`config.mk`:
```
export PLATFORM = sky130hd
export DESIGN_NAME = tci_mul
export DESIGN_NICKNAME = d
export VERILOG_FILES = /design/src/rtl/core/assert_macros.svh /design/src/rtl/core/tci_pkg.sv /design/src/rtl/core/tci_mul.sv
export SDC_FILE = /design/constraint.sdc
export NUM_CORES = 2
export LEC_CHECK = 0
export BUFFER_PORTS_ARGS = -buffer_cell sky130_fd_sc_hd__buf_2
export CORE_MARGIN = 1
export CORE_UTILIZATION = 30
export DETAILED_ROUTE_END_ITERATION = 10
export GPL_TIMING_DRIVEN = 0
export SLEW_MARGIN = 10
export SYNTH_ARGS = -nofsm -noshare
export SYNTH_HDL_FRONTEND = slang
export SYNTH_SLANG_ARGS = --single-unit
export TNS_END_PERCENT = 50
```
`constraint.sdc`:
```
create_clock -name i_clk -period 23.5 [get_ports i_clk]
set_input_delay 4.7 -clock i_clk [delete_from_list [all_inputs] [get_ports i_clk]]
set_output_delay 4.7 -clock i_clk [all_outputs]
set_load 0.01 [all_outputs]
```
`src/rtl/core/assert_macros.svh`:
```
// Assertion macros shared by the interpolator RTL
`ifndef ASSERT_MACROS_SVH
`define ASSERT_MACROS_SVH

// antecedent implies consequent in the same cycle
`define ASSERT_IMPL(label, clk, rst_n, ante, cons, msg) \
    label: assert property (@(posedge clk) disable iff (!rst_n) (ante) |-> (cons)) \
        else $error(msg);

// condition never holds
`define ASSERT_NEVER(label, clk, rst_n, cond, msg) \
    label: assert property (@(posedge clk) disable iff (!rst_n) !(cond)) \
        else $error(msg);

`endif

```
`src/rtl/core/tci_pkg.sv`:
```
// Types and constants of the table cubic interpolator
`timescale 1ns / 1ps
package tci_pkg;
    localparam int TABLE_DEPTH = 256;
    localparam int IDX_W       = $clog2(TABLE_DEPTH);
    localparam int FRAC_BITS   = 16;
    localparam int FRAC_W      = FRAC_BITS + 1;
    localparam int LEN_W       = 9;
    localparam int DATA_W      = 32;
    localparam int DIFF_W      = DATA_W + 1;
    localparam int ACC_W       = 40;
    localparam int PROD_W      = ACC_W + FRAC_W + 1;
    localparam int CNT_W       = $clog2(FRAC_BITS + 1);

    typedef logic signed [DATA_W-1:0] t_data;
    typedef logic signed [DIFF_W-1:0] t_diff;
    typedef logic signed [ACC_W-1:0]  t_acc;
    typedef logic [FRAC_W-1:0]        t_frac;
    typedef logic [IDX_W-1:0]         t_idx;
    typedef logic [LEN_W-1:0]         t_len;

    localparam logic KIND_LOAD  = 1'b0;
    localparam logic KIND_QUERY = 1'b1;
endpackage

```
`src/rtl/core/tci_mul.sv`:
```
// Two-stage multiply by the fraction with round to nearest, ties away from zero
`timescale 1ns / 1ps
module tci_mul (
    input  logic           i_clk,
    input  logic           i_rst_n,
    input  logic           i_start,
    input  tci_pkg::t_acc  i_a,
    input  tci_pkg::t_frac i_f,
    output logic           o_done,
    output tci_pkg::t_acc  o_res
);
    import tci_pkg::*;

    localparam logic [PROD_W-1:0] HALF = PROD_W'(1) << (FRAC_BITS - 1);

    logic                     r_v1, r_v2;
    logic signed [PROD_W-1:0] r_p;
    t_acc                     r_res;

    logic signed [FRAC_W:0] w_fs;
    logic [PROD_W-1:0]      w_mag, w_m;

    assign w_fs  = {1'b0, i_f};
    assign w_mag = r_p[PROD_W-1] ? (~r_p + 1'b1) : r_p;
    assign w_m   = (w_mag + HALF) >> FRAC_BITS;

    always_ff @(posedge i_clk) begin
        if (!i_rst_n) begin
            r_v1 <= 1'b0;
            r_v2 <= 1'b0;
        end else begin
            r_v1 <= i_start;
            r_v2 <= r_v1;
        end
        r_p   <= i_a * w_fs;
        r_res <= r_p[PROD_W-1] ? ACC_W'(~w_m + 1'b1) : ACC_W'(w_m);
    end

    assign o_done = r_v2;
    assign o_res  = r_res;
endmodule

```
==> flow_summary.json <==
{
  "status": "finished clean",
  "cpMaxStageDelayCell": "clkbuf_1",
  "crit_path_max_incr_delay_ns": 0.57,
  "yosys_warnings": 0,
  "min_period_ns": 12.28,
  "cts_max_path_buffers": 2,
  "ys_seq_area_share_pct": 6.904,
  "die_w_um": 311.3,
  "grt_overflow": 0,
  "syn_inst": 3292,
  "die-area_um2": 96930,
  "fin_skew_ns": 0.01088,
  "clockRootBuffer": "clkbuf_16",
  "worstHoldPathType": "flip-flop to flip-flop",
  "io_buffers": 83,
  "relSlewSlack_pct": 25.10,
  "synth_common_cells": "inv_1 (745), fa_1 (641), nand2_1 (462), and2_1 (296), clkbuf_1 (141)",
  "reg2reg_setup_slack_ns": 15.77,
  "rsz0062_at_grt": "false",
  "syn_nets": 4129,
  "clkLatencyLatePin_ns": 0.37,
  "tritoncts": "built",
  "finalWirelength_um": 86520,
  "setup_tns_ns": 0,
  "synthTopCellsByArea": "fa_1 (45%), inv_1 (9.7%), dfxtp_1 (6.9%)",
  "synth_top_area_cell": "fa_1",
  "path_cells": "buf_2, clkbuf_1, and2_1, fa_1, inv_1, fa_1, fa_1, inv_1, fa_1, fa_1, fa_1, ha_1, and3_1, a221o_1, a221o_1, a31oi_1, o21ai_0, a31oi_1, o21ai_0, a311o_1, nand3_1, o21ai_0, xor2_1",
  "synth_edf_count": 0,
  "antenna_found_initial": 11,
  "cp.required_ns": 23.75,
  "htreeDepth": 3,
  "clock-sinks": 99,
  "cts_resized": 0,
  "layout-drive-gt1-share_pct": 4.423,
  "holdBufCountCts": 0,
  "path_class": "primary input to flip-flop",
  "crit_arrival_ns": 12.52,
  "async_flop_share_pct": 0,
  "ys_ff_latch": 99,
  "die_y_um": 311.3,
  "synth_area_per_cell_um2": 8.720,
  "synth_cell_type_count": 81,
  "yosysTopAreaCellShare_pct": 44.70,
  "worstSetupEndpointType": "flip-flop",
  "core_um2": 94870,
  "grt_first_pass_wirelength_um": 134700,
  "grt_pass1_vias": 22840,
  "crit_path_max_fanout": 10,
  "fmax_mhz": 81.46,
  "path_common_cell": "fa_1",
  "maxCapViolCount": 0,
  "grt_max_degree": 19,
  "drc_errors": 0,
  "crit_path_start_kind": "primary input",
  "maxSlewViolCount": 0,
  "gp_congestion": 0.9502,
  "rows": 113,
  "final_nets": 4223,
  "fill_cells": 9911,
  "ant_nets": 0,
  "tightest_slew_ns": 1.113,
  "timing.final.crit_share_pct": 52.24,
  "via_per_inst": 4.683,
  "dr.pass1.iters": 7,
  "hold_viol_final": 0,
  "areaGrowthSynthToFinish_pct": 8.059,
  "initial_core_util_pct": 30.26,
  "cts_setup_buffers": 0,
  "place_hpwl_um": 73920,
  "wire_per_inst_um": 18.58,
  "cts.clk_slew.worst_paths_ns": 0.07,
  "syn-cell-area_um2": 28710,
  "ios": 101,
  "setup_viol": 0,
  "drtIter0Drc": 1357,
  "cts_buffers": 9,
  "vias": 21810,
  "grt_use_total_pct": 18.09,
  "synthFlopType": "dfxtp_1",
  "synth_most_common_cell": "inv_1"
}
==> registers in the layout, summed over array words and instances (netlist names) <==
signal and cells:
o_done 1, o_res 40, r_p 57, r_v1 1
==> through the flow <==
| stage | setup slack (ns) | utilization (%) | hold WS (ns) | std cells | area (um^2) |
|---|---|---|---|---|---|
| floorplan | 12.41 | - | 0.4118 | 3292 | 28710 |
| global placement | 10.88 | 32.37 | 0.4161 | 4640 | 30710 |
| detailed placement | 10.89 | 32.37 | 0.4208 | 4640 | 30710 |
| CTS | 11.27 | 32.69 | 0.4396 | 4656 | 31020 |
| global route | 10.90 | 32.70 | 0.4901 | 4657 | 31020 |
| finish | 11.22 | 32.70 | 0.4358 | 4658 | 31020 |
==> critical path: cells and delay by family <==
family | cells | cell delay (ns)
XOR/XNOR | 1 | 0.16
AND/OR/NAND/NOR | 3 | 0.56
AO/OA/AOI/OAI | 8 | 2.83
adder cells (fa/ha/maj) | 7 | 3.29
buffers and inverters | 4 | 0.97
==> layout by cell type, fill, tap and decap left out, drive strengths merged, types with 6 or more instances in the layout <==
cell	count
a21o	39
a21oi	76
a31oi	16
and2	297
and3	16
buf	96
clkbuf	150
dfxtp	99
fa	641
ha	136
inv	747
nand2	462
nand2b	14
nand3	34
nand4	19
nor2	77
nor2b	14
nor3	32
nor4	20
o21a	6
o21ai	71
o31ai	21
o41ai	6
or2	13
or3	13
or4	8
xnor2	121
xor2	53
==> final timing paths <==
kind                            startpoint        end  cells after the start
worst max-delay path                i_a[7]    r_p[52]                     23
worst min register to register        r_v1     o_done                      1
worst min-delay path                  r_v1     o_done                      1
worst max register to register     r_p[57]  o_res[34]                     22
==> kinds of logic (layout without fill, tap and decap cells) <==
family	count (synthesis)	after routing	synth area share [%]
buffers and inverters	899	998	11.81
adders and majority gates	778	778	50.66
xor gates and xnor gates	174	174	5.309
AOI/OAI and AO/OA	293	293	6.607
and+or+nand+nor	1041	1041	18.41
DFF	99	99	6.904
muxes	8	8	0.3007
other	0	2	0
==> cell type report <==
class	instances	area, um^2	area share (%)
clock buffer	9	225.2	0.7260
buffer	154	593.1	1.912
sequential	99	1982	6.389
timing repair buffer	83	415.4	1.339
multi-input combinational	2294	23340	75.23
inverter	745	2796	9.015
clock inverter	7	85.08	0.2743
antenna	2	5.005	0.01613
tap	1265	1583	5.102
==> layer usage <==
metal | global-route usage, % | up-vias | share of wire, %
met2 | 28.27 | 777 | 44
met3 | 4.273 | 151 | 8.7
met1 | 24.81 | 10860 | 45
met4 | 5.251 | 10 | 2.9
met5 | 0 | - | 0.071
li1 | - | 10020 | -
Power is not shown: default switching activity piles up to over one toggle a cycle in this logic, so the estimate is an artifact.
