File: config.mk
export PLATFORM = sky130hd
export DESIGN_NAME = tci_div
export DESIGN_NICKNAME = d
export VERILOG_FILES = /design/src/rtl/core/assert_macros.svh /design/src/rtl/core/tci_pkg.sv /design/src/rtl/core/tci_div.sv
export SDC_FILE = /design/constraint.sdc
export NUM_CORES = 1
export LEC_CHECK = 0
export BUFFER_PORTS_ARGS = -buffer_cell sky130_fd_sc_hd__buf_2
export CORE_MARGIN = 5
export CORE_UTILIZATION = 40
export DETAILED_ROUTE_END_ITERATION = 10
export GPL_ROUTABILITY_DRIVEN = 0
export PLACE_DENSITY_LB_ADDON = 0.05
export SYNTH_ARGS = -nofsm -noshare
export SYNTH_HDL_FRONTEND = slang
export SYNTH_SLANG_ARGS = --single-unit
File: constraint.sdc
create_clock -name i_clk -period 3.9 [get_ports i_clk]
set_input_delay 0.39 -clock i_clk [delete_from_list [all_inputs] [get_ports i_clk]]
set_output_delay 0.39 -clock i_clk [all_outputs]
set_load 0.01 [all_outputs]
File: src/rtl/core/assert_macros.svh
// Assertion macros shared by the interpolator RTL
`ifndef ASSERT_MACROS_SVH
`define ASSERT_MACROS_SVH

// antecedent implies consequent in the same cycle
`define ASSERT_IMPL(label, clk, rst_n, ante, cons, msg) \
    label: assert property (@(posedge clk) disable iff (!rst_n) (ante) |-> (cons)) \
        else $error(msg);

// condition never holds
`define ASSERT_NEVER(label, clk, rst_n, cond, msg) \
    label: assert property (@(posedge clk) disable iff (!rst_n) !(cond)) \
        else $error(msg);

`endif

File: src/rtl/core/tci_pkg.sv
// Types and constants of the table cubic interpolator
`timescale 1ns / 1ps
package tci_pkg;
    localparam int TABLE_DEPTH = 256;
    localparam int IDX_W       = $clog2(TABLE_DEPTH);
    localparam int FRAC_BITS   = 16;
    localparam int FRAC_W      = FRAC_BITS + 1;
    localparam int LEN_W       = 9;
    localparam int DATA_W      = 32;
    localparam int DIFF_W      = DATA_W + 1;
    localparam int ACC_W       = 40;
    localparam int PROD_W      = ACC_W + FRAC_W + 1;
    localparam int CNT_W       = $clog2(FRAC_BITS + 1);

    typedef logic signed [DATA_W-1:0] t_data;
    typedef logic signed [DIFF_W-1:0] t_diff;
    typedef logic signed [ACC_W-1:0]  t_acc;
    typedef logic [FRAC_W-1:0]        t_frac;
    typedef logic [IDX_W-1:0]         t_idx;
    typedef logic [LEN_W-1:0]         t_len;

    localparam logic KIND_LOAD  = 1'b0;
    localparam logic KIND_QUERY = 1'b1;
endpackage

File: src/rtl/core/tci_div.sv
// Radix-2 restoring divider for the segment fraction, clamped to [0, 1]
`timescale 1ns / 1ps
module tci_div (
    input  logic          i_clk,
    input  logic          i_rst_n,
    input  logic          i_start,
    input  tci_pkg::t_diff i_num,
    input  tci_pkg::t_diff i_den,
    output logic          o_busy,
    output tci_pkg::t_frac o_frac
);
    import tci_pkg::*;

    logic                 r_busy;
    logic [CNT_W-1:0]     r_cnt;
    logic [DIFF_W:0]      r_rem;
    logic [DIFF_W-1:0]    r_den;
    logic [FRAC_BITS-1:0] r_quo;
    t_frac                r_frac;

    logic [DIFF_W-1:0]    w_mn, w_md;
    logic [DIFF_W:0]      w_sh;
    logic                 w_bit;
    logic [FRAC_BITS-1:0] w_quo_nx;

    assign w_mn     = i_num[DIFF_W-1] ? (~i_num + 1'b1) : i_num;
    assign w_md     = i_den[DIFF_W-1] ? (~i_den + 1'b1) : i_den;
    assign w_sh     = {r_rem[DIFF_W-1:0], 1'b0};
    assign w_bit    = w_sh >= {1'b0, r_den};
    assign w_quo_nx = {r_quo[FRAC_BITS-2:0], w_bit};

    always_ff @(posedge i_clk) begin
        if (!i_rst_n) begin
            r_busy <= 1'b0;
            r_cnt  <= '0;
        end else if (i_start) begin
            r_rem <= {1'b0, w_mn};
            r_den <= w_md;
            r_quo <= '0;
            r_cnt <= CNT_W'(FRAC_BITS);
            r_busy <= 1'b0;
            // zero width, zero offset, or wrong side of x[i] all give zero
            if (w_md == '0 || w_mn == '0 || (i_num[DIFF_W-1] != i_den[DIFF_W-1])) begin
                r_frac <= '0;
            end else if (w_mn >= w_md) begin
                r_frac <= FRAC_W'(1) << FRAC_BITS;
            end else begin
                r_busy <= 1'b1;
            end
        end else if (r_busy) begin
            r_rem <= w_bit ? (w_sh - {1'b0, r_den}) : w_sh;
            r_quo <= w_quo_nx;
            r_cnt <= r_cnt - 1'b1;
            if (r_cnt == CNT_W'(1)) begin
                r_busy <= 1'b0;
                r_frac <= {1'b0, w_quo_nx};
            end
        end
    end

    assign o_busy = r_busy;
    assign o_frac = r_frac;
endmodule

==> results of run 1 <==
[cells in the mapped netlist, types with 5 or more instances]
master / number
sky130_fd_sc_hd__mux2_2: 12
sky130_fd_sc_hd__or3_1: 18
sky130_fd_sc_hd__nand3_1: 22
sky130_fd_sc_hd__nor4_1: 13
sky130_fd_sc_hd__or2_2: 5
sky130_fd_sc_hd__and2_1: 5
sky130_fd_sc_hd__a211oi_1: 12
sky130_fd_sc_hd__nor2b_1: 26
sky130_fd_sc_hd__clkbuf_1: 28
sky130_fd_sc_hd__or4_1: 8
sky130_fd_sc_hd__inv_1: 100
sky130_fd_sc_hd__o21a_1: 12
sky130_fd_sc_hd__a31oi_1: 18
sky130_fd_sc_hd__edfxtp_1: 98
sky130_fd_sc_hd__nor2_1: 67
sky130_fd_sc_hd__xor2_1: 45
sky130_fd_sc_hd__nand2b_1: 13
sky130_fd_sc_hd__o22ai_1: 6
sky130_fd_sc_hd__and3_1: 5
sky130_fd_sc_hd__mux2i_1: 8
sky130_fd_sc_hd__o21ai_0: 42
sky130_fd_sc_hd__buf_1: 5
sky130_fd_sc_hd__nand2_1: 78
sky130_fd_sc_hd__a21oi_1: 41
sky130_fd_sc_hd__nor3_1: 28
sky130_fd_sc_hd__o31ai_1: 18
sky130_fd_sc_hd__nand4_1: 20
sky130_fd_sc_hd__buf_2: 5
sky130_fd_sc_hd__xnor2_1: 41
sky130_fd_sc_hd__dfxtp_1: 6
sky130_fd_sc_hd__o41ai_1: 10
sky130_fd_sc_hd__ha_1: 70
sky130_fd_sc_hd__a32oi_1: 5
sky130_fd_sc_hd__a21o_1: 20
[final timing paths]
check	endpoint	slack (ps)	cells after the start
min reg2reg	r_cnt[1]	510	2
max reg2reg	r_rem[26]	330	13
min	o_busy	320	2
max	o_frac[16]	80	16
[routing by layer]
layer,global-route usage,share of wire
met5,0,0
met4,0.04810,0.022
met3,0.02809,0.046
met2,0.3098,0.42
met1,0.3103,0.51
[final cells by class]
type	instances	area, um2	share of cell area
Clock inverter	6	47.55	0.004098
Tap cell	280	350.3	0.03020
Inverter	100	375.4	0.03235
Timing Repair Buffer	282	1951	0.1681
Clock buffer	10	229.0	0.01973
Multi-Input combinational cell	752	5587	0.4815
Sequential cell	104	3063	0.2640
[registers in the layout, indices dropped and copies added, names as in the netlist]
signal and count:
r_den 33, r_rem 33, o_frac 17, r_quo 15
r_cnt 5, o_busy 1
[stage by stage]
| stage | cells | utilization |
|---|---|---|
| after floorplan | 996 | - |
| after global placement | 1514 | 0.5049 |
| after detailed placement | 1514 | 0.5049 |
| after CTS | 1531 | 0.5189 |
| after global routing | 1534 | 0.5284 |
| final | 1534 | 0.5284 |
[power groups by stage]
stage | registers, mW | logic, mW | clock network (mW)
6_report | 1.38 | 1.50 | 0.881
2_1_floorplan | 1.40 | 0.902 | 0
3_5_place_dp | 1.40 | 1.45 | 0
5_1_grt | 1.39 | 1.67 | 0.955
3_3_place_gp | 1.40 | 1.45 | 0
4_1_cts | 1.38 | 1.47 | 0.906
[layout by cell type (no fill, tap or decap), drive strengths merged, types with 4 or more instances in the layout]
cell type  netlist  final
buf             12    281
inv            100    106
edfxtp          98     98
nand2           79     79
ha              70     70
nor2            67     67
xor2            46     46
o21ai           43     43
xnor2           41     41
a21oi           41     41
nor3            29     29
nor2b           26     26
nand3           24     24
nand4           21     21
a21o            20     20
o31ai           20     20
or3             19     19
a31oi           18     18
nor4            17     17
o41ai           15     15
nand2b          13     13
mux2            13     13
o21a            12     12
a211oi          12     12
or4             12     12
clkbuf          28     11
mux2i            8      8
or2              7      7
dfxtp            6      6
and3             6      6
o22ai            6      6
and2             5      5
a32oi            5      5
a21boi           5      5
o211ai           4      4
[timing repair]
action                     in CTS  in global routing
gates cloned                    0                  1
resized for setup               5                 29
hold buffers                    0                  0
pin swaps                       2                 14
setup endpoints to repair      17                 17
setup buffers                   1                  2
[logic make-up after synthesis]
family	synth area share
xor gates and xnor gates	0.08549
muxes	0.02516
adders and majority gates	0.09953
DFF	0.3403
AOI/OAI and AO/OA	0.1840
and+or+nand+nor	0.2048
buffers and inverters	0.06074
==> impl_summary.log, run 1 <==
[metrics] critical-path cell list: buf_6 -> or4_4 -> or3_4 -> o41ai_4 -> xor2_2 -> inv_2 -> ha_4 -> nand4_1 -> nor4_2 -> a2111oi_2 -> o21a_1 -> o22ai_2 -> nor3_2 -> nand3_2 -> and3b_2 -> clkbuf_16
[metrics] Boundary Pins: 87
[metrics] RSZ-0062 raised after global routing: yes
[metrics] Max Fanout on Critical Path: 8
[metrics] total inserted antenna cells: 0
[metrics] total die area: between 0.02 and 0.03 mm2
[metrics] proportion of synthesized flip-flops having asynchronous set or reset: 0
[metrics] count of buffers inserted at the top-level ports: 86
[metrics] via count of the first global-routing pass: roughly 8,000
[metrics] pin count of the biggest net entering global routing: 43
[metrics] placed wire-length estimate: around 22,000 um
[metrics] min Tclk post-route: between 3000 and 4000 ps
[metrics] Worst setup EP type: flop
[metrics] total power: between 3 and 4 mW
[metrics] final sum of negative setup slack: 0 ps
[metrics] worst-skew pair later-pin latency: around 360 ps
[metrics] Data required, critical path: slightly below 4000 ps
[metrics] instance count of the mapped netlist: about 1,000
[metrics] P_leak: 5.037 nW
[metrics] share of cells above drive strength 1: 0.2951
[metrics] portion of total power attributed to sequential cells: 0.367
[metrics] cell internal power dissipation: between 2 and 2.5 mW
[metrics] synth-to-layout area growth: 28.90%
[metrics] Place WS: -489.5 ps
[metrics] Setup WS post-layout: 76.41 ps
[metrics] power density over cell area: 324.4 mW/mm2
[metrics] number of iterations in the first detailed-routing pass: 5
[metrics] Highest Clock Rate: roughly 260 MHz
[metrics] Cell Rows: 54
[metrics] Detailed Route WL: between 20,000 and 30,000 um
[metrics] part of the cycle the worst path needs: 0.9804
[metrics] part of the power in the clock network: 0.234
[metrics] clock transition at the registers of the reported paths: approximately 80 ps
[metrics] Seq/Total Area, Yosys: 0.3403
[metrics] startpoint of the worst setup timing path: i_num[2]
[metrics] via count: around 8,000
[metrics] H-Tree Depth: 3
[metrics] Hold Crit Start: i_rst_n
[metrics] crit start category: primary input
[metrics] setup clock skew after layout: 21.47 ps
[metrics] fillcell total: 2,014
[metrics] data arrival at the endpoint of the critical path: about 3900 ps
[metrics] net count of the mapped netlist: approximately 1,100
[metrics] Hold Worst Slack: 325.0 ps
[metrics] biggest area contributors in the synthesized netlist: sky130_fd_sc_hd__edfxtp_1 (33%), sky130_fd_sc_hd__ha_1 (9.7%), sky130_fd_sc_hd__xor2_1 (4.4%)
[metrics] Chip Width: approximately 160 um
[metrics] initial core utilization: 0.4099
[metrics] type of the setup path with the least slack: primary input to flop
[metrics] DR DRC count: 0
[metrics] clock root buffer: sky130_fd_sc_hd__clkbuf_16
[metrics] DR vias/cell: roughly 5.3
[metrics] slowest cell delay on critical path: approximately 570 ps
[metrics] Most used DFF post-synth: sky130_fd_sc_hd__edfxtp_1
[metrics] number of maximum-capacitance constraint violations: 0
[metrics] number of nets with antenna violations after routing: 0
[metrics] combinational share of power: 0.399
[metrics] Sinks on Clock Net: 104
[metrics] switching power as a share of total power: 0.3453
[metrics] Sw Pwr: ~1.3 mW
[metrics] clock buffer depth: 2
[metrics] worst voltage drop across the vdd grid: 0.0002053 V
[metrics] antenna violations before repair: 0
[metrics] Cell Area, Placed: roughly 0.011 mm2
[metrics] number of enable flip-flop cells after synthesis: between 90 and 100
[metrics] max-slew violation count: 0
[metrics] sum of buffers and inverters on the critical path: 3
[metrics] number of DRC markers after the initial detailed-route iteration: slightly below 600
[metrics] gr ovfl total: 0
[metrics] synthesized area per cell: around 9 um2
[metrics] largest area contributor in the netlist: sky130_fd_sc_hd__edfxtp_1
[metrics] proportion of netlist area held by the largest area contributor: 0.3269
[metrics] Placeable Area: ~0.022 mm2
[metrics] worst-margin pin slew: 901.5 ps
[metrics] Synth Warn #: 0
[metrics] Max-Slew Margin vs Limit: 0.3990
[metrics] Die Ht: around 160 um
[metrics] number of library cell types mapped by synthesis: 85
[metrics] Avg WL per Cell: about 18 um
[metrics] Critical R2R Launch: r_rem[0]
[metrics] Hold Vio Cnt, Final: 0
[metrics] Final setup viols: 0
[metrics] first-pass GRT wire length: 42,260 um
[metrics] area of the mapped netlist: around 0.0090 mm2
[metrics] all-layer global routing usage: 0.2049
[metrics] status: complete, no violations
[metrics] number of nets in the layout: 1,389
[metrics] clock tree from TritonCTS: built
[metrics] critical-path cell with the highest stage delay: sky130_fd_sc_hd__or4_4
[metrics] number of buffers created by CTS: 9
[metrics] family of cells with the greatest summed delay on the critical path: simple AND/OR/NAND/NOR gates
[metrics] worst hold-check path type: primary input to flop
[metrics] cell area after layout: around 0.012 mm2
[metrics] FF+latch count, synth: approximately 100
(Power assumes the default switching activity.)
==> inputs of run 2 (changes only) <==
==> constraint.sdc (replaced) <==
create_clock -name i_clk -period 4.8 [get_ports i_clk]
set_input_delay 0.48 -clock i_clk [delete_from_list [all_inputs] [get_ports i_clk]]
set_output_delay 0.48 -clock i_clk [all_outputs]
set_load 0.01 [all_outputs]
==> run 2 against run 1 <==
Count of clock-buffer cells in the layout fell by 1. Utilization fell by 6.8 points. Global-route usage fell by 0.38 points. Critical path type unchanged. Largest cell class unchanged.
==> impl_summary.log, run 2 (synthesized netlist as in run 1, its figures left out) <==
[metrics] final sum of negative setup slack: 0 ps
[metrics] Sinks on Clock Net: between 100 and 150
[metrics] Max Fanout on Critical Path: 17
[metrics] power density over cell area: 293.0 mW/mm2
[metrics] total power: ~3.0 mW
[metrics] total die area: approximately 0.026 mm2
[metrics] synth-to-layout area growth: 12.33%
[metrics] part of the power in the clock network: 0.262
[metrics] placed instance count: 1,344
[metrics] number of buffers created by CTS: 9
[metrics] antenna violations before repair: 0
[metrics] setup clock skew after layout: 16.18 ps
[metrics] number of iterations in the first detailed-routing pass: 5
[metrics] crit start category: primary input
[metrics] worst voltage drop across the vdd grid: about 0.00021 V
[metrics] Boundary Pins: a little under 90
[metrics] leading cell types in the layout, fill and taps excluded: sky130_fd_sc_hd__inv_1 (100), sky130_fd_sc_hd__edfxtp_1 (98), sky130_fd_sc_hd__buf_2 (86)
[metrics] Max-Slew Margin vs Limit: 0.4090
[metrics] quantity of hold-fixing buffers added after cts: 0
[metrics] Highest Clock Rate: around 240 MHz
[metrics] Worst setup EP type: flop
[metrics] slowest cell delay on critical path: between 700 and 800 ps
[metrics] number of nets in the layout: between 1,000 and 1,500
[metrics] setup fix buffers added after clock tree synthesis: 0
[metrics] cell internal power dissipation: 1.890 mW
[metrics] placed wire-length estimate: about 21,000 um
[metrics] number of DRC markers after the initial detailed-route iteration: around 600
[metrics] Avg WL per Cell: ~19 um
[metrics] number of nets with antenna violations after routing: 0
[metrics] worst hold-check path type: primary input to flop
[metrics] critical-path cell list: buf_2 -> or4_1 -> or3_1 -> o41ai_1 -> xor2_1 -> inv_1 -> ha_1 -> nand4_1 -> nor4_1 -> a2111oi_0 -> o21a_1 -> o22ai_1 -> nor3_1 -> nand3_2 -> and3b_1 -> buf_12
[metrics] initial core utilization: 0.4099
[metrics] Cell Rows: 54
[metrics] Final setup viols: 0
[metrics] Hold Vio Cnt, Final: 0
[metrics] pin count of the biggest net entering global routing: 43
[metrics] data arrival at the endpoint of the critical path: 4370 ps
[metrics] clock root buffer: sky130_fd_sc_hd__clkbuf_16
[metrics] Sw Pwr: between 1 and 1.5 mW
[metrics] Die Ht: 160.0 um
[metrics] type of the setup path with the least slack: primary input to flop
[metrics] number of maximum-capacitance constraint violations: 0
[metrics] total inserted antenna cells: 0
[metrics] worst-margin pin slew: roughly 900 ps
[metrics] worst-skew pair later-pin latency: about 360 ps
[metrics] count of buffers inserted at the top-level ports: 86
[metrics] part of the cycle the worst path needs: 0.8840
[metrics] gr ovfl total: 0
[metrics] FF/Latch Area: just over 0.003 mm2
[metrics] max-slew violation count: 0
[metrics] commonest non-fill, non-tap cell in the layout: sky130_fd_sc_hd__inv_1
[metrics] via count of the first global-routing pass: roughly 7,300
[metrics] all-layer global routing usage: 0.2011
[metrics] Chip Width: between 150 and 200 um
[metrics] portion of total power attributed to sequential cells: 0.379
[metrics] post-CTS sizing: 0
[metrics] clock tree from TritonCTS: built
[metrics] via count: between 7,000 and 8,000
[metrics] clock buffer depth: 2
[metrics] critical-path cell with the highest stage delay: sky130_fd_sc_hd__or4_1
[metrics] Layout Cells excl Fill: 1,360
[metrics] Data required, critical path: roughly 5000 ps
[metrics] Placeable Area: between 0.02 and 0.025 mm2
[metrics] Detailed Route WL: between 20,000 and 30,000 um
[metrics] status: complete, no violations
[metrics] P_leak: between 4 and 5 nW
[metrics] min Tclk post-route: about 4200 ps
[metrics] DR vias/cell: about 5.6
[metrics] first-pass GRT wire length: ~40,000 um
[metrics] clock transition at the registers of the reported paths: 80 ps
[metrics] switching power as a share of total power: 0.3618
[metrics] combinational share of power: 0.360
[metrics] share of cells above drive strength 1: 0.1556
[metrics] Final Core Density: 0.4605
[metrics] DR DRC count: 0
[metrics] fillcell total: roughly 2,100
[metrics] area used by multi-input combinational logic: ~0.0054 mm2
[metrics] RSZ-0062 raised after global routing: no
[metrics] H-Tree Depth: 3
## run 2: final cells by class
type | count | area share
Multi-Input combinational cell | 752 | 0.5334
Sequential cell | 104 | 0.3029
Timing Repair Buffer | 108 | 0.06138
Inverter | 100 | 0.03712
Tap cell | 280 | 0.03465
Clock buffer | 9 | 0.02227
Clock inverter | 7 | 0.008291
## run 2: routing by layer
metal  wire, um  track usage  share of wire
met1      13560       0.3124           0.52
met2      10870       0.2988           0.41
met3       1464      0.02680          0.056
met4        323      0.03950          0.012
met5          0            0              0
## run 2: power by group through the flow
stage | sequential (mW) | combinational (mW) | clock, mW
after floorplan | 1.14 | 0.732 | 0
after global placement | 1.14 | 1.06 | 0
after detailed placement | 1.14 | 1.05 | 0
after CTS | 1.12 | 1.06 | 0.798
after global routing | 1.13 | 1.19 | 0.833
final | 1.12 | 1.06 | 0.775
## run 2: worst paths after layout
| path | slack [ps] | cells past startpoint | from | endpoint |
|---|---|---|---|---|
| worst max-delay path | 560 | 16 | i_num[5] | o_frac[14] |
| worst max register to register | 900 | 11 | r_rem[1] | r_rem[19] |
| worst min-delay path | 380 | 1 | i_den[0] | r_den[0] |
| worst min register to register | 500 | 2 | r_cnt[1] | r_cnt[1] |
## run 2: worst max-delay path, delay by kind of cell
kind | cells | cell delay, ps
buffers and inverters | 3 | 400
AO/OA/AOI/OAI | 4 | 1000
adder cells (fa/ha/maj) | 1 | 280
AND/OR/NAND/NOR | 7 | 1960
XOR/XNOR | 1 | 240
## run 2: metrics by stage
stage	area, um2	hold slack (ps)	worst slack, ps
2_1_floorplan	9001	468.5	676.0
3_3_place_gp	9802	484.5	272.2
3_5_place_dp	9802	496.9	212.4
4_1_cts	10110	383.0	606.6
5_1_grt	10110	391.1	268.5
6_report	10110	384.4	556.8
==> inputs of run 3 (changes only) <==
==> constraint.sdc (replaced) <==
create_clock -name i_clk -period 3.4 [get_ports i_clk]
set_input_delay 0.34 -clock i_clk [delete_from_list [all_inputs] [get_ports i_clk]]
set_output_delay 0.34 -clock i_clk [all_outputs]
set_load 0.01 [all_outputs]
==> run 3 against run 2 <==
The flow now finishes with violations (negative setup slack). Clock skew is 1.9 ps lower. Non-clock buffer count is 266 higher. Critical path depth is 1 higher. Highest routed layer unchanged.
==> impl_summary.log, run 3 (synthesized netlist as in run 1, its figures left out) <==
[metrics] clock buffer depth: 2
[metrics] Avg WL per Cell: ~17 um
[metrics] Cell Rows: 54
[metrics] via count of the first global-routing pass: 8,406
[metrics] failing checks: negative setup slack
[metrics] number of DRC markers after the initial detailed-route iteration: between 500 and 600
[metrics] part of the cycle the worst path needs: 1.095
[metrics] type of the setup path with the least slack: primary input to flop
[metrics] worst voltage drop across the vdd grid: between 0.0002 and 0.0003 V
[metrics] total die area: around 0.026 mm2
[metrics] quantity of hold-fixing buffers added after cts: 0
[metrics] DR DRC count: 0
[metrics] clock tree from TritonCTS: built
[metrics] antenna violations before repair: 0
[metrics] min Tclk post-route: between 3000 and 4000 ps
[metrics] leading cell types in the layout, fill and taps excluded: sky130_fd_sc_hd__buf_4 (282), sky130_fd_sc_hd__inv_1 (99), sky130_fd_sc_hd__edfxtp_1 (98)
[metrics] all-layer global routing usage: 0.2182
[metrics] Detailed Route WL: approximately 28,000 um
[metrics] total inserted antenna cells: 0
[metrics] critical-path cell list: buf_6 -> or4_4 -> buf_6 -> or3_4 -> o31ai_4 -> xor2_2 -> inv_1 -> ha_1 -> inv_1 -> nor4_2 -> a2111oi_2 -> o21a_1 -> o22ai_1 -> nor3_2 -> nand3_2 -> and3b_2 -> clkbuf_16
[metrics] status: complete, but fails checks
[metrics] H-Tree Depth: 3
[metrics] Max Fanout on Critical Path: 8
[metrics] Sinks on Clock Net: around 100
[metrics] gr ovfl total: 0
[metrics] initial core utilization: 0.4099
[metrics] Boundary Pins: 87
[metrics] Final setup viols: 17
[metrics] clock root buffer: sky130_fd_sc_hd__clkbuf_16
[metrics] worst hold-check path type: primary input to flop
[metrics] max-slew violation count: 0
[metrics] Die Ht: roughly 160 um
[metrics] final sum of negative setup slack: -5383 ps
[metrics] Chip Width: between 150 and 200 um
[metrics] synth-to-layout area growth: 37.75%
[metrics] Max-Slew Margin vs Limit: 0.5496
[metrics] power density over cell area: 366.2 mW/mm2
[metrics] FF/Latch Area: slightly above 0.003 mm2
[metrics] worst-skew pair later-pin latency: roughly 360 ps
[metrics] Worst setup EP type: flop
[metrics] Placeable Area: between 0.02 and 0.025 mm2
[metrics] clock transition at the registers of the reported paths: ~80 ps
[metrics] number of iterations in the first detailed-routing pass: 5
[metrics] count of buffers inserted at the top-level ports: 86
[metrics] worst-margin pin slew: ~680 ps
[metrics] slowest cell delay on critical path: between 500 and 600 ps
[metrics] number of maximum-capacitance constraint violations: 0
[metrics] commonest non-fill, non-tap cell in the layout: sky130_fd_sc_hd__buf_4
[metrics] Place WS: -835.8 ps
[metrics] placed instance count: 1,591
[metrics] share of cells above drive strength 1: 0.3507
[metrics] data arrival at the endpoint of the critical path: 3860 ps
[metrics] Layout Cells excl Fill: approximately 1,600
[metrics] family of cells with the greatest summed delay on the critical path: simple AND/OR/NAND/NOR gates
[metrics] placed wire-length estimate: 22,790 um
[metrics] RSZ-0062 raised after global routing: yes
[metrics] sum of buffers and inverters on the critical path: 5
[metrics] number of nets in the layout: 1,481
[metrics] first-pass GRT wire length: around 45,000 um
[metrics] Data required, critical path: 3530 ps
[metrics] Final Core Density: 0.5647
[metrics] Setup WS post-layout: -323.4 ps
[metrics] via count: ~8,700
[metrics] critical-path cell with the highest stage delay: sky130_fd_sc_hd__or4_4
[metrics] number of buffers created by CTS: 9
[metrics] Highest Clock Rate: between 200 and 300 MHz
[metrics] Hold Vio Cnt, Final: 0
[metrics] setup clock skew after layout: between 10 and 15 ps
[metrics] P_leak: 5.516 nW
[metrics] area used by multi-input combinational logic: around 0.0057 mm2
[metrics] number of nets with antenna violations after routing: 0
[metrics] DR vias/cell: between 5 and 6
[metrics] crit start category: primary input
[metrics] pin count of the biggest net entering global routing: 49
[metrics] fillcell total: about 2,000
==> run 3: cell types whose count changed in the layout (fill, tap and decap cells not counted), moves of 3 or more <==
| cell | change |
|---|---|
| sky130_fd_sc_hd__nor3_1 | -5 |
| sky130_fd_sc_hd__buf_4 | +262 |
| sky130_fd_sc_hd__or3_1 | -4 |
| sky130_fd_sc_hd__xnor2_2 | +3 |
| sky130_fd_sc_hd__o21ai_0 | -4 |
| sky130_fd_sc_hd__buf_6 | +3 |
| sky130_fd_sc_hd__o31ai_4 | +3 |
| sky130_fd_sc_hd__nor3_2 | +5 |
| sky130_fd_sc_hd__xnor2_1 | -3 |
| sky130_fd_sc_hd__or3_4 | +4 |
| sky130_fd_sc_hd__o41ai_1 | -4 |
==> run 3: timing repair <==
action / in CTS / in global routing
setup endpoints to repair: 33 / 33
pin swaps: 10 / 9
setup buffers: 17 / 2
resized for setup: 35 / 17
gates cloned: 1 / 0
==> run 3: worst paths after layout <==
| check | from | endpoint | slack [ps] | cells past startpoint |
|---|---|---|---|---|
| worst max-delay path | i_num[4] | o_frac[16] | -320 | 17 |
| worst min-delay path | i_rst_n | r_cnt[4] | 260 | 2 |
| worst max register to register | r_rem[4] | r_rem[31] | 160 | 14 |
| worst min register to register | r_cnt[1] | r_cnt[1] | 500 | 2 |
==> run 3: routing by layer <==
metal  up-vias  part of all wire  GRT usage  wire, um
li1       4365                 -          -         -
met1      4037              0.50     0.3182     14070
met2       218              0.43     0.3362     12080
met3        31             0.041    0.03325      1137
met4         0             0.023    0.06257       635
met5         -                 0          0         0
==> run 3: final cells by class <==
type | count | area share
Clock buffer | 10 | 0.01927
Multi-Input combinational cell | 752 | 0.4557
Sequential cell | 104 | 0.2470
Inverter | 100 | 0.03027
Timing Repair Buffer | 374 | 0.2146
Clock inverter | 6 | 0.004844
Tap cell | 280 | 0.02825
==> run 3: worst register-to-register path: cells and delay by family (launching register included) <==
| kind | cells | cell delay, ps |
|---|---|---|
| simple gates | 1 | 280 |
| buf+inv | 4 | 550 |
| flops | 1 | 420 |
| compound gates | 8 | 1410 |
| fa+ha+maj | 1 | 320 |
==> run 3: power breakdown <==
group	internal [mW]	total [mW]	switching [mW]
clock network	0.536	1.05	0.513
logic	0.914	1.91	0.995
registers	1.54	1.58	0.0415
total	2.99	4.54	1.55
==> run 3: stage by stage <==
stage	hold WS (ps)	power, mW	area [um2]
4_1_cts	245.2	4.549	12330
6_report	258.7	4.540	12400
3_5_place_dp	487.7	3.419	11690
5_1_grt	248.5	4.836	12400
3_3_place_gp	488.9	3.413	11690
2_1_floorplan	438.9	2.639	9040
